### src/rtl/tcwu_pkg.sv
package tcwu_pkg;

    localparam int SEQ_W    = 32;
    localparam int WIN_W    = 32;
    localparam int MSS_W    = 16;
    localparam int DUP_W    = 8;
    localparam int PHASE_W  = 2;
    localparam int CFG_IDX_W  = 1;
    localparam int CFG_DATA_W = 32;

    // s_tdata: unacked_seq, next_send_seq
    localparam int S_TDATA_W = 2 * SEQ_W;
    localparam int S_TUSER_W = 1;
    // m_tdata: window, threshold, resend_from, resend_to
    localparam int M_TDATA_W = 2 * WIN_W + 2 * SEQ_W;
    // m_tuser: phase, retransmit_request
    localparam int M_TUSER_W = PHASE_W + 1;

    localparam logic [PHASE_W-1:0] PH_SS = 2'd0;
    localparam logic [PHASE_W-1:0] PH_CA = 2'd1;
    localparam logic [PHASE_W-1:0] PH_FR = 2'd2;

    localparam logic REQ_NEW_ACK = 1'b0;
    localparam logic REQ_DUP_ACK = 1'b1;

    localparam logic [CFG_IDX_W-1:0] CFG_SEGMENT_SIZE      = 1'd0;
    localparam logic [CFG_IDX_W-1:0] CFG_INITIAL_THRESHOLD = 1'd1;

    localparam logic [DUP_W-1:0] DUP_LIMIT = 8'd3;
    localparam logic [DUP_W-1:0] DUP_MAX   = 8'd255;

    localparam logic [MSS_W-1:0] RESET_MSS    = 16'd1460;
    localparam logic [WIN_W-1:0] RESET_THRESH = 32'd65535;

    localparam logic [WIN_W-1:0] WIN_MAX = '1;

    function automatic logic [WIN_W-1:0] sat_add(input logic [WIN_W-1:0] a,
                                                  input logic [WIN_W-1:0] b);
        logic [WIN_W:0] s;
        s = {1'b0, a} + {1'b0, b};
        return s[WIN_W] ? WIN_MAX : s[WIN_W-1:0];
    endfunction

    // a before b in modulo-2^32 order
    function automatic logic seq_before(input logic [SEQ_W-1:0] a,
                                        input logic [SEQ_W-1:0] b);
        logic [SEQ_W-1:0] d;
        d = a - b;
        return d[SEQ_W-1];
    endfunction

endpackage

### src/rtl/tcp_reno_congestion_window_unit.sv
// Reno congestion window unit.
// The input word waits in the input register; its result is captured in the result register.
// Throughput: one word per cycle unless the output stalls; a single compare/shift/add pass updates state.
// A stalled result register back-pressures the input register only when both are full.
// Reset (aresetn low, synchronous): phase slow start, window 1460, threshold 65535,
// duplicate count and recovery point zero, both pipeline registers empty.
module tcp_reno_congestion_window_unit (
    input  logic                                  aclk,
    input  logic                                  aresetn,
    input  logic                                  s_tvalid,
    output logic                                  s_tready,
    input  logic [tcwu_pkg::S_TDATA_W-1:0]        s_tdata,  // unacked_seq, next_send_seq
    input  logic [tcwu_pkg::S_TUSER_W-1:0]        s_tuser,  // req_type
    output logic                                  m_tvalid,
    input  logic                                  m_tready,
    output logic [tcwu_pkg::M_TDATA_W-1:0]        m_tdata,  // window, threshold, resend_from, resend_to
    output logic [tcwu_pkg::M_TUSER_W-1:0]        m_tuser,  // phase, retransmit_request
    input  logic                                  cfg_we,
    input  logic [tcwu_pkg::CFG_IDX_W-1:0]        cfg_index,
    input  logic [tcwu_pkg::CFG_DATA_W-1:0]       cfg_data
);

    localparam int SW = tcwu_pkg::SEQ_W;
    localparam int WW = tcwu_pkg::WIN_W;

    // input register
    logic          in_valid_reg;
    logic          in_dup_reg;
    logic [SW-1:0] in_una_reg;
    logic [SW-1:0] in_nxt_reg;

    // state
    logic [tcwu_pkg::PHASE_W-1:0] phase_reg, phase_next;
    logic [WW-1:0]                cwnd_reg, cwnd_next;
    logic [WW-1:0]                ssth_reg, ssth_next;
    logic [tcwu_pkg::DUP_W-1:0]   dup_reg, dup_next;
    logic [SW-1:0]                recov_reg, recov_next;
    logic [tcwu_pkg::MSS_W-1:0]   mss_reg;

    // result register
    logic                           out_valid_reg;
    logic [tcwu_pkg::M_TDATA_W-1:0] out_data_reg, out_data_next;
    logic [tcwu_pkg::M_TUSER_W-1:0] out_user_reg, out_user_next;

    logic          advance;
    logic          req;
    logic [SW-1:0] from_v, to_v;
    logic [WW-1:0] mss_w, mss3_w, half_w;

    assign advance  = in_valid_reg && (!out_valid_reg || m_tready);
    assign s_tready = !in_valid_reg || advance;
    assign m_tvalid = out_valid_reg;
    assign m_tdata  = out_data_reg;
    assign m_tuser  = out_user_reg;

    assign mss_w  = WW'(mss_reg);
    assign mss3_w = (mss_w << 1) + mss_w;
    assign half_w = cwnd_reg >> 1;

    always_comb begin
        phase_next = phase_reg;
        cwnd_next  = cwnd_reg;
        ssth_next  = ssth_reg;
        dup_next   = dup_reg;
        recov_next = recov_reg;
        req        = 1'b0;
        from_v     = '0;
        to_v       = '0;
        if (in_dup_reg == tcwu_pkg::REQ_NEW_ACK) begin
            dup_next = '0;
            unique case (phase_reg)
                tcwu_pkg::PH_SS: begin
                    if (cwnd_reg <= ssth_reg) begin
                        cwnd_next = tcwu_pkg::sat_add(cwnd_reg, cwnd_reg);
                    end else begin
                        phase_next = tcwu_pkg::PH_CA;
                    end
                end
                tcwu_pkg::PH_CA: begin
                    cwnd_next = tcwu_pkg::sat_add(cwnd_reg, mss_w);
                end
                tcwu_pkg::PH_FR: begin
                    if (tcwu_pkg::seq_before(in_una_reg, recov_reg)) begin
                        req    = 1'b1;
                        from_v = in_una_reg;
                        to_v   = recov_reg;
                    end else begin
                        cwnd_next  = ssth_reg;
                        phase_next = tcwu_pkg::PH_CA;
                    end
                end
                default: ;
            endcase
        end else begin
            if (dup_reg != tcwu_pkg::DUP_MAX) begin
                dup_next = dup_reg + 1'b1;
            end
            unique case (phase_reg) inside
                tcwu_pkg::PH_SS, tcwu_pkg::PH_CA: begin
                    if (dup_next >= tcwu_pkg::DUP_LIMIT) begin
                        ssth_next  = half_w;
                        cwnd_next  = tcwu_pkg::sat_add(half_w, mss3_w);
                        recov_next = in_nxt_reg;
                        phase_next = tcwu_pkg::PH_FR;
                    end
                end
                tcwu_pkg::PH_FR: begin
                    cwnd_next = tcwu_pkg::sat_add(cwnd_reg, mss_w);
                end
                default: ;
            endcase
        end
        out_data_next = {to_v, from_v, ssth_next, cwnd_next};
        out_user_next = {req, phase_next};
    end

    always_ff @(posedge aclk) begin
        if (!aresetn) begin
            in_valid_reg  <= 1'b0;
            out_valid_reg <= 1'b0;
            phase_reg     <= tcwu_pkg::PH_SS;
            cwnd_reg      <= WW'(tcwu_pkg::RESET_MSS);
            ssth_reg      <= tcwu_pkg::RESET_THRESH;
            dup_reg       <= '0;
            recov_reg     <= '0;
            mss_reg       <= tcwu_pkg::RESET_MSS;
        end else begin
            if (s_tready) begin
                in_valid_reg <= s_tvalid;
            end
            if (advance) begin
                out_valid_reg <= 1'b1;
                phase_reg     <= phase_next;
                cwnd_reg      <= cwnd_next;
                ssth_reg      <= ssth_next;
                dup_reg       <= dup_next;
                recov_reg     <= recov_next;
            end else if (m_tready) begin
                out_valid_reg <= 1'b0;
            end
            // the user must send config only while idle, so it never meets an advance; the block does not enforce this
            if (cfg_we) begin
                unique case (cfg_index)
                    tcwu_pkg::CFG_SEGMENT_SIZE: begin
                        mss_reg  <= cfg_data[tcwu_pkg::MSS_W-1:0];
                        cwnd_reg <= WW'(cfg_data[tcwu_pkg::MSS_W-1:0]);
                    end
                    tcwu_pkg::CFG_INITIAL_THRESHOLD: begin
                        ssth_reg <= cfg_data[WW-1:0];
                    end
                    default: ;
                endcase
            end
        end
    end

    always_ff @(posedge aclk) begin
        if (s_tready && s_tvalid) begin
            in_dup_reg <= s_tuser[0];
            in_una_reg <= s_tdata[SW-1:0];
            in_nxt_reg <= s_tdata[2*SW-1:SW];
        end
        if (advance) begin
            out_data_reg <= out_data_next;
            out_user_reg <= out_user_next;
        end
    end

`ifndef SYNTHESIS
    a_retx_in_fr: assert property (@(posedge aclk) disable iff (!aresetn)
        m_tvalid && m_tuser[tcwu_pkg::PHASE_W] |->
            m_tuser[tcwu_pkg::PHASE_W-1:0] == tcwu_pkg::PH_FR)
        else $error("retransmit request outside fast recovery");

    a_new_ack_clears_dup: assert property (@(posedge aclk) disable iff (!aresetn)
        advance && in_dup_reg == tcwu_pkg::REQ_NEW_ACK |=> dup_reg == '0)
        else $error("duplicate count not cleared by new ack");

    a_dup_stays_fr: assert property (@(posedge aclk) disable iff (!aresetn)
        advance && in_dup_reg == tcwu_pkg::REQ_DUP_ACK && phase_reg == tcwu_pkg::PH_FR
            |=> phase_reg == tcwu_pkg::PH_FR)
        else $error("duplicate ack left fast recovery");

    a_empty_takes_word: assert property (@(posedge aclk) disable iff (!aresetn)
        !in_valid_reg |-> s_tready)
        else $error("empty input register refuses a word");
`endif

endmodule
### config.mk
export PLATFORM = sky130hd
export DESIGN_NAME = tcp_reno_congestion_window_unit
export DESIGN_NICKNAME = d
export VERILOG_FILES = /design/src/rtl/tcwu_pkg.sv /design/src/rtl/tcp_reno_congestion_window_unit.sv
export SDC_FILE = /design/constraint.sdc
export NUM_CORES = 1
export LEC_CHECK = 0
export CORE_MARGIN = 4
export CORE_UTILIZATION = 58
export CTS_CLUSTER_DIAMETER = 200
export DETAILED_ROUTE_END_ITERATION = 10
export DONT_BUFFER_PORTS = 1
export HOLD_SLACK_MARGIN = 0.05
export PLACE_DENSITY_LB_ADDON = 0.25
export SETUP_SLACK_MARGIN = 0.02
export SLEW_MARGIN = 15
export SYNTH_ARGS = -nofsm -noshare
export SYNTH_HDL_FRONTEND = slang
export SYNTH_SLANG_ARGS = --single-unit
### constraint.sdc
create_clock -name aclk -period 6 [get_ports aclk]
set_input_delay 0.9 -clock aclk [delete_from_list [all_inputs] [get_ports aclk]]
set_output_delay 0.9 -clock aclk [all_outputs]
set_load 0.02 [all_outputs]
==> metrics.md, run 1 <==
| Metric | Value |
|---|---|
| Critical Path Source Type | `flip-flop` |
| Period utilisation layout | `76.4%` |
| Netlist cell types | `76` |
| PD cells | `295 mW/mm^2` |
| Post-route DRC | `0` |
| Worst-path clk slew | `0.06 ns` |
| Initial Util | `59.4%` |
| Critical Path Slowest Stage Cell | `a211oi_1` |
| IO Count | `236` |
| Initial DRC count | `1903` |
| Number of synthesized flops with an enable pin | `196` |
| Drt via density | `6.62` |
| Hold_sp | `aresetn` |
| Fill count | `2560` |
| # Post-CTS Setup Buffers | `0` |
| Worst path max stage delay | `0.82 ns` |
| Max Cap Violations | `0` |
| Sequential-to-total area share from yosys stat | `45.6%` |
| Worst setup EP type | `flip-flop` |
| Synth Area in Adders | `8.54%` |
| Yosys top cell by area | `edfxtp_1` |
| CTS Buffer Depth | `3` |
| Die width | `186 microns` |
| Max reg flops | `128` |
| Die height | `186 microns` |
| GPL Wtd Cong | `0.974` |
| Status | `finished, final reports clean` |
| Num rows | `64` |
| Clock power frac | `36.4%` |
| First-pass GRT wire length | `89.7 mm` |
| Reg power frac | `45.0%` |
| Post-Syn Area | `0.0184 sq mm` |
| Synth top area cells | `edfxtp_1 (32%), dfxtp_1 (14%), ha_1 (6.7%), nand2_1 (6.3%), o21ai_0 (4.1%)` |
| RSZ-0062 raised after global routing | `no` |
| Core area | `0.0309 sq mm` |
| Cell Area, Placed | `0.0186 sq mm` |
| TritonRoute pass-1 iters | `6` |
| Simple-Gate Fraction of Synth Area | `17.1%` |
| Synth Flop Type | `edfxtp_1` |
| Largest family of logic cells by synthesized area | `compound AO/OA/AOI/OAI gates` |
| FMAX | `218 MHz` |
| Hold-fix buffers, CTS | `0` |
| Setup Skew | `0.0221 ns` |
| Post-DRT Antenna Nets | `0` |
| Post-synthesis instance total | `1976` |
| Leak pwr | `0.00740 uW` |
| Via count | `15500` |
| Nets | `2138` |
| Avg Cell Area, Syn | `9.29 sq um` |
| Crit. Startpoint | `cwnd_reg[3]` |
| R2R setup slack | `1.42 ns` |
| Synth Area in Compound Gates | `20.4%` |
| Critical Path AT | `4.87 ns` |
| CTS root buf | `clkbuf_16` |
| Number of global-route vias before repair | `15200` |
| Switch share | `30.2%` |
| Min-delay worst type | `primary input to flip-flop` |
| P_sw | `1760 uW` |
| Total gr overflow | `0` |
| Max FO, Critical Path | `10` |
| Cts repair resizes | `0` |
| Footprint of the multi-input gates | `0.00917 sq mm` |
| Most frequent cell after synthesis | `nand2_1` |
| Synth warnings | `0` |
| Initial antenna violation count | `4` |
| Slew headroom | `18.6%` |
| Mux cell area share after synthesis | `1.55%` |
| Critical path type | `flip-flop to flip-flop` |
| Final setup fails | `0` |
| CP Data Required Time | `6.28 ns` |
| Die Area | `0.0345 sq mm` |
| Largest net degree at the start of global routing | `115` |
| Total Neg Setup Slack | `0 ns` |
| RR Startpoint | `cwnd_reg[3]` |
| Final count of hold timing violations | `0` |
| Fin area | `0.0197 sq mm` |
| Share of layout cells above drive strength 1 | `5.86%` |
| Clk_lat worst skew | `0.55 ns` |
| Combinational share of power | `18.6%` |
| Worst-Margin Slew | `1.21 ns` |
| Fraction of registers with async set/reset | `0%` |
| DP HPWL | `41.4 mm` |
| Sink Count | `320` |
| Seq cells post-synth | `320` |
| XOR/XNOR share of the synthesized area | `2.20%` |
| Peak VDD IR | `0.278 mV` |
| Critical path cell sequence | `fa_1 -> ha_1 -> a211oi_1 -> o21bai_1 -> a21o_1 -> a2111o_1 -> a211oi_1 -> nor2_1 -> xnor2_1 -> a221oi_1 -> a21boi_1 -> inv_1` |
| Tmin final | `4.58 ns` |
| Total CTS buffers | `35` |
| DRT Wirelength | `58.9 mm` |
| Cell mode on critical path | `a211oi_1` |
| CTS tree | `yes` |
| Mapped Nets | `2194` |
| Total GRT Usage | `33.6%` |
| Share of the synthesized area in the top cell type | `32.1%` |
| Slew Limit Fails | `0` |
| Top post-synthesis cells by count | `nand2_1 (310), edfxtp_1 (196), o21ai_0 (152)` |
| Internal power | `4070 uW` |
| Area Overhead vs Synth | `7.62%` |
| Storage element area | `0.00837 sq mm` |
| DR WL/cell | `25.1 microns` |
| # H-tree levels | `2` |
| I/O Buffers | `0` |
metal layers:
layer / up-vias / GRT usage [%] / share of wire (%)
met5: - / 0 / 0.025
met4: 4 / 15.2 / 4.9
met3: 178 / 7.93 / 9.9
met2: 873 / 52.8 / 45
met1: 7376 / 44.5 / 40
li1: 7076 / - / -
cell families (layout without fill, tap and decap cells):
logic type / Yosys count / in the layout
buffers and inverters: 213 / 183
muxes: 28 / 28
AOI/OAI and AO/OA: 572 / 572
and+or+nand+nor: 682 / 682
DFF: 320 / 320
adders and majority gates: 115 / 115
xor gates and xnor gates: 46 / 46
other: 0 / 1
cell usage in the layout, fill, tap and decap left out, types with 22 or more instances in the layout:
cell / Yosys / layout
a21oi_1: 117 / 117
inv_1: 85 / 84
ha_1: 98 / 98
mux2i_1: 25 / 25
nor4_1: 39 / 39
nand2_1: 310 / 310
a21boi_0: 62 / 62
nor2_1: 117 / 114
nand3_1: 72 / 72
buf_4: 6 / 33
a21o_1: 32 / 32
edfxtp_1: 196 / 196
clkbuf_16: 0 / 35
o211ai_1: 51 / 51
and2_1: 48 / 47
xnor2_1: 27 / 27
o21ai_0: 152 / 152
dfxtp_1: 124 / 124
nand4_1: 22 / 22
worst max-delay path, delay by kind of cell, from the launching register on:
kind                     cells  cell delay [ns]
AO/OA/AOI/OAI                7             2.48
flip-flops                   1             0.57
AND/OR/NAND/NOR              1             0.18
adder cells (fa/ha/maj)      2             0.85
XOR/XNOR                     1             0.18
buffers and inverters        1             0.06
through the flow:
step | total power (uW) | util, % | instances | worst slack, ns | hold slack (ns)
final | 5830 | 63.9 | 2343 | 1.42 | 0.435
after global routing | 6050 | 63.9 | 2342 | 1.17 | 0.435
after CTS | 5830 | 63.9 | 2342 | 1.53 | 0.419
after detailed placement | 3720 | 60.2 | 2279 | 1.57 | 0.457
after global placement | 3710 | 60.2 | 2279 | 1.58 | 0.449
after floorplan | 3400 | - | 1976 | 0.0891 | 0.443
worst paths after layout:
path | endpoint | cells after the start
max | m_tdata[18] | 12
min | ssth_reg[6] | 1
max reg2reg | m_tdata[18] | 12
min reg2reg | recov_reg[16] | 2
power by group through the flow:
stage,Sequential [uW],Combinational (uW),Clock (uW)
CTS,2630,1060,2150
global placement,2670,1040,0
global route,2640,1180,2230
finish,2630,1080,2120
floorplan,2630,772,0
detailed placement,2670,1050,0
layout make-up:
cell class,count,share of cell area (%)
multi-input combinational,1443,46.4
antenna,1,0.0127
sequential,320,42.4
clock buffer,47,4.87
tap,396,2.51
inverter,87,1.68
timing repair buffer,33,1.25
clock inverter,16,0.868
Power figures use the tool's default switching activity.
==> inputs of run 2 (changes only) <==
==> constraint.sdc (replaced) <==
create_clock -name aclk -period 3.9 [get_ports aclk]
set_input_delay 0.585 -clock aclk [delete_from_list [all_inputs] [get_ports aclk]]
set_output_delay 0.585 -clock aclk [all_outputs]
set_load 0.02 [all_outputs]
==> run 2 against run 1 <==
Net effect:
- first-iteration DRC count decreased by 6.8%
- sequential share of layout area shrank 1.5 points
- sequential power grew 52%
- cell count up 3.8%
- clock power grew 54%
- setup slack got worse by 1.3 ns
==> metrics.md, run 2 (synthesis gave the netlist of run 1 again) <==
| Metric | Value |
|---|---|
| Status | `finished, final reports clean` |
| Via count | `16000 (+3.4%)` |
| Nets | `2227 (+4.2%)` |
| Period utilisation layout | `95.9% (+20 points)` |
| Commonest non-fill, non-tap cell in the layout | `nand2_1` |
| Setup Skew | `0.0252 ns (+0.00311 ns)` |
| Critical path cell sequence | `ha_1 -> and2_1 -> a221o_1 -> a211o_1 -> nor3_1 -> o21a_1 -> buf_4 -> o21ai_0 -> a21o_1 -> a31oi_1 -> nor3_1 -> buf_4 -> o21ai_0` |
| Final count of hold timing violations | `0 (unchanged)` |
| PD cells | `444 mW/mm^2 (+50%)` |
| Area Overhead vs Synth | `11.6%` |
| DRT Wirelength | `61.1 mm (+3.7%)` |
| Slew headroom | `13.8% (-4.8 points)` |
| FMAX | `267 MHz (+22%)` |
| Worst reg2reg path depth | `13 (+1)` |
| Worst-path clk slew | `0.06 ns (about the same)` |
| Largest net degree at the start of global routing | `115 (unchanged)` |
| Worst setup EP type | `flip-flop` |
| Num rows | `64 (unchanged)` |
| Initial DRC count | `1773 (-6.8%)` |
| Worst path max stage delay | `0.47 ns (-0.35 ns)` |
| DP HPWL | `44.1 mm (+6.4%)` |
| DR WL/cell | `25.1 microns (about the same)` |
| Share of layout cells above drive strength 1 | `10.2% (+4.4 points)` |
| # Post-CTS Setup Buffers | `0 (unchanged)` |
| Slew Limit Fails | `0 (unchanged)` |
| CTS Buffer Depth | `3 (unchanged)` |
| Pre-CTS setup slack | `-0.0153 ns (-1.59 ns)` |
| Most frequent cells in the layout | `nand2_1 (310), edfxtp_1 (196), o21ai_0 (152)` |
| Post-DRT Antenna Nets | `0 (unchanged)` |
| Peak VDD IR | `0.447 mV (+61%)` |
| P_sw | `2750 uW (+56%)` |
| Inserted Diodes | `0 (-1)` |
| Total Neg Setup Slack | `0 ns (unchanged)` |
| Sink Count | `320 (unchanged)` |
| Drt via density | `6.59 (-0.43%)` |
| Critical Path AT | `4.19 ns (-0.68 ns)` |
| Core area | `0.0309 sq mm (unchanged)` |
| TritonRoute pass-1 iters | `6 (unchanged)` |
| Reg2reg end | `cwnd_reg[14]` |
| # H-tree levels | `2 (unchanged)` |
| RR Startpoint | `in_una_reg[18]` |
| Post-route DRC | `0 (unchanged)` |
| Min-delay worst type | `primary input to flip-flop` |
| Max Cap Violations | `0 (unchanged)` |
| Total gr overflow | `0 (unchanged)` |
| Max reg flops | `128 (unchanged)` |
| CTS tree | `yes` |
| Reg power frac | `44.0% (-1.0 points)` |
| Initial Util | `59.4% (unchanged)` |
| IO Count | `236 (unchanged)` |
| Critical Path Source Type | `flip-flop` |
| Switch share | `30.2% (about the same)` |
| RSZ-0062 raised after global routing | `no` |
| Clk_lat worst skew | `0.54 ns (about the same)` |
| Worst-Margin Slew | `1.29 ns (+0.0741 ns)` |
| Cell Area, Placed | `0.0193 sq mm (+3.7%)` |
| Combinational share of power | `20.2% (+1.6 points)` |
| R2R setup slack | `0.16 ns (-1.26 ns)` |
| Internal power | `6350 uW (+56%)` |
| Fin area | `0.0205 sq mm (+3.7%)` |
| GPL Wtd Cong | `0.982 (+0.80%)` |
| Fin Hold WS | `0.140 ns (-0.295 ns)` |
| Leak pwr | `0.00783 uW (+5.9%)` |
| Die Area | `0.0345 sq mm (unchanged)` |
| Die height | `186 microns (unchanged)` |
| Die width | `186 microns (unchanged)` |
| Total CTS buffers | `36 (+2.9%)` |
| I/O Buffers | `0 (unchanged)` |
| Crit. Startpoint | `in_una_reg[18]` |
| Fin worst setup slack | `0.158 ns (-1.26 ns)` |
| Initial antenna violation count | `1 (-3)` |
| Critical Path Slowest Stage Cell | `buf_4` |
| Max FO, Critical Path | `35 (+25)` |
| Number of global-route vias before repair | `15400 (+1.0%)` |
| Clock power frac | `35.8% (-0.6 points)` |
| Tmin final | `3.74 ns (-0.841 ns)` |
| CP Capture Point | `cwnd_reg[14]` |
| Final setup fails | `0 (unchanged)` |
| First-pass GRT wire length | `91.9 mm (+2.5%)` |
| Critical path type | `flip-flop to flip-flop` |
| CP Data Required Time | `4.35 ns (-1.93 ns)` |
| Fill count | `2449 (-4.3%)` |
| Total GRT Usage | `34.7% (+1.1 points)` |
| CTS root buf | `clkbuf_16` |
[run 2: cell types whose count changed in the layout (fill, tap and decap cells not counted), moves of 3 or more]
cell	before	now
buf_4	33	118
clkbuf_1	8	14
a211oi_2	0	3
a211oi_1	21	17
clkinv_2	6	3
[run 2: cell type report]
cell class,count,area (sq um),share of cell area [%]
well taps,396,495,2.42
multi-input cells,1443,9220,45.0
clock inverters,9,73.8,0.361
inverters,87,332,1.62
flip-flops and latches,320,8370,40.9
clock buffers,56,1050,5.12
repair buffers,121,937,4.58
[run 2: critical path: cells and delay by family, from the launching register on]
family	cells	cell delay, ns
AO/OA/AOI/OAI	7	1.82
adder cells (fa/ha/maj)	1	0.32
buffers and inverters	2	0.63
flip-flops	1	0.40
AND/OR/NAND/NOR	3	0.45
[run 2: timing repair]
action | 4_1_cts | 5_1_grt
pin swaps | 0 | 1
endpoints found under the setup margin | 2 | 21
gates resized for setup | 1 | 11
hold buffers | 0 | 0
[run 2: power by group through the flow]
stage	registers (uW)	clock network, uW	logic, uW
after detailed placement	4070	0	1760
after CTS	4000	3290	1770
after global placement	4070	0	1740
final	4000	3260	1840
after floorplan	4040	0	1190
after global routing	4020	3440	1990
[run 2: stage by stage]
step           cells  power (uW)  utilization (%)
2_1_floorplan   1976        5230                -
5_1_grt         2432        9450             66.2
3_3_place_gp    2367        5810             62.4
6_report        2432        9100             66.2
3_5_place_dp    2367        5830             62.4
4_1_cts         2432        9060             66.1
[run 2: worst min-delay path by stage]
stage                              from              to  slack (ns)  cells past startpoint
after global routing        s_tdata[27]  in_una_reg[27]        0.13                      0
after detailed placement  recov_reg[22]   recov_reg[22]        0.46                      2
final                           aresetn     ssth_reg[5]        0.14                      1
after global placement    recov_reg[15]   recov_reg[15]        0.45                      2
after floorplan           recov_reg[10]   recov_reg[10]        0.44                      2
after CTS                       aresetn     ssth_reg[5]        0.13                      1
[run 2: layer usage]
layer	part of all wire [%]	global-route usage, %	wire [microns]
met5	0.021	0	13
met4	4.2	13.0	2590
met3	11	10.3	6930
met2	45	54.7	27700
met1	39	45.6	23800
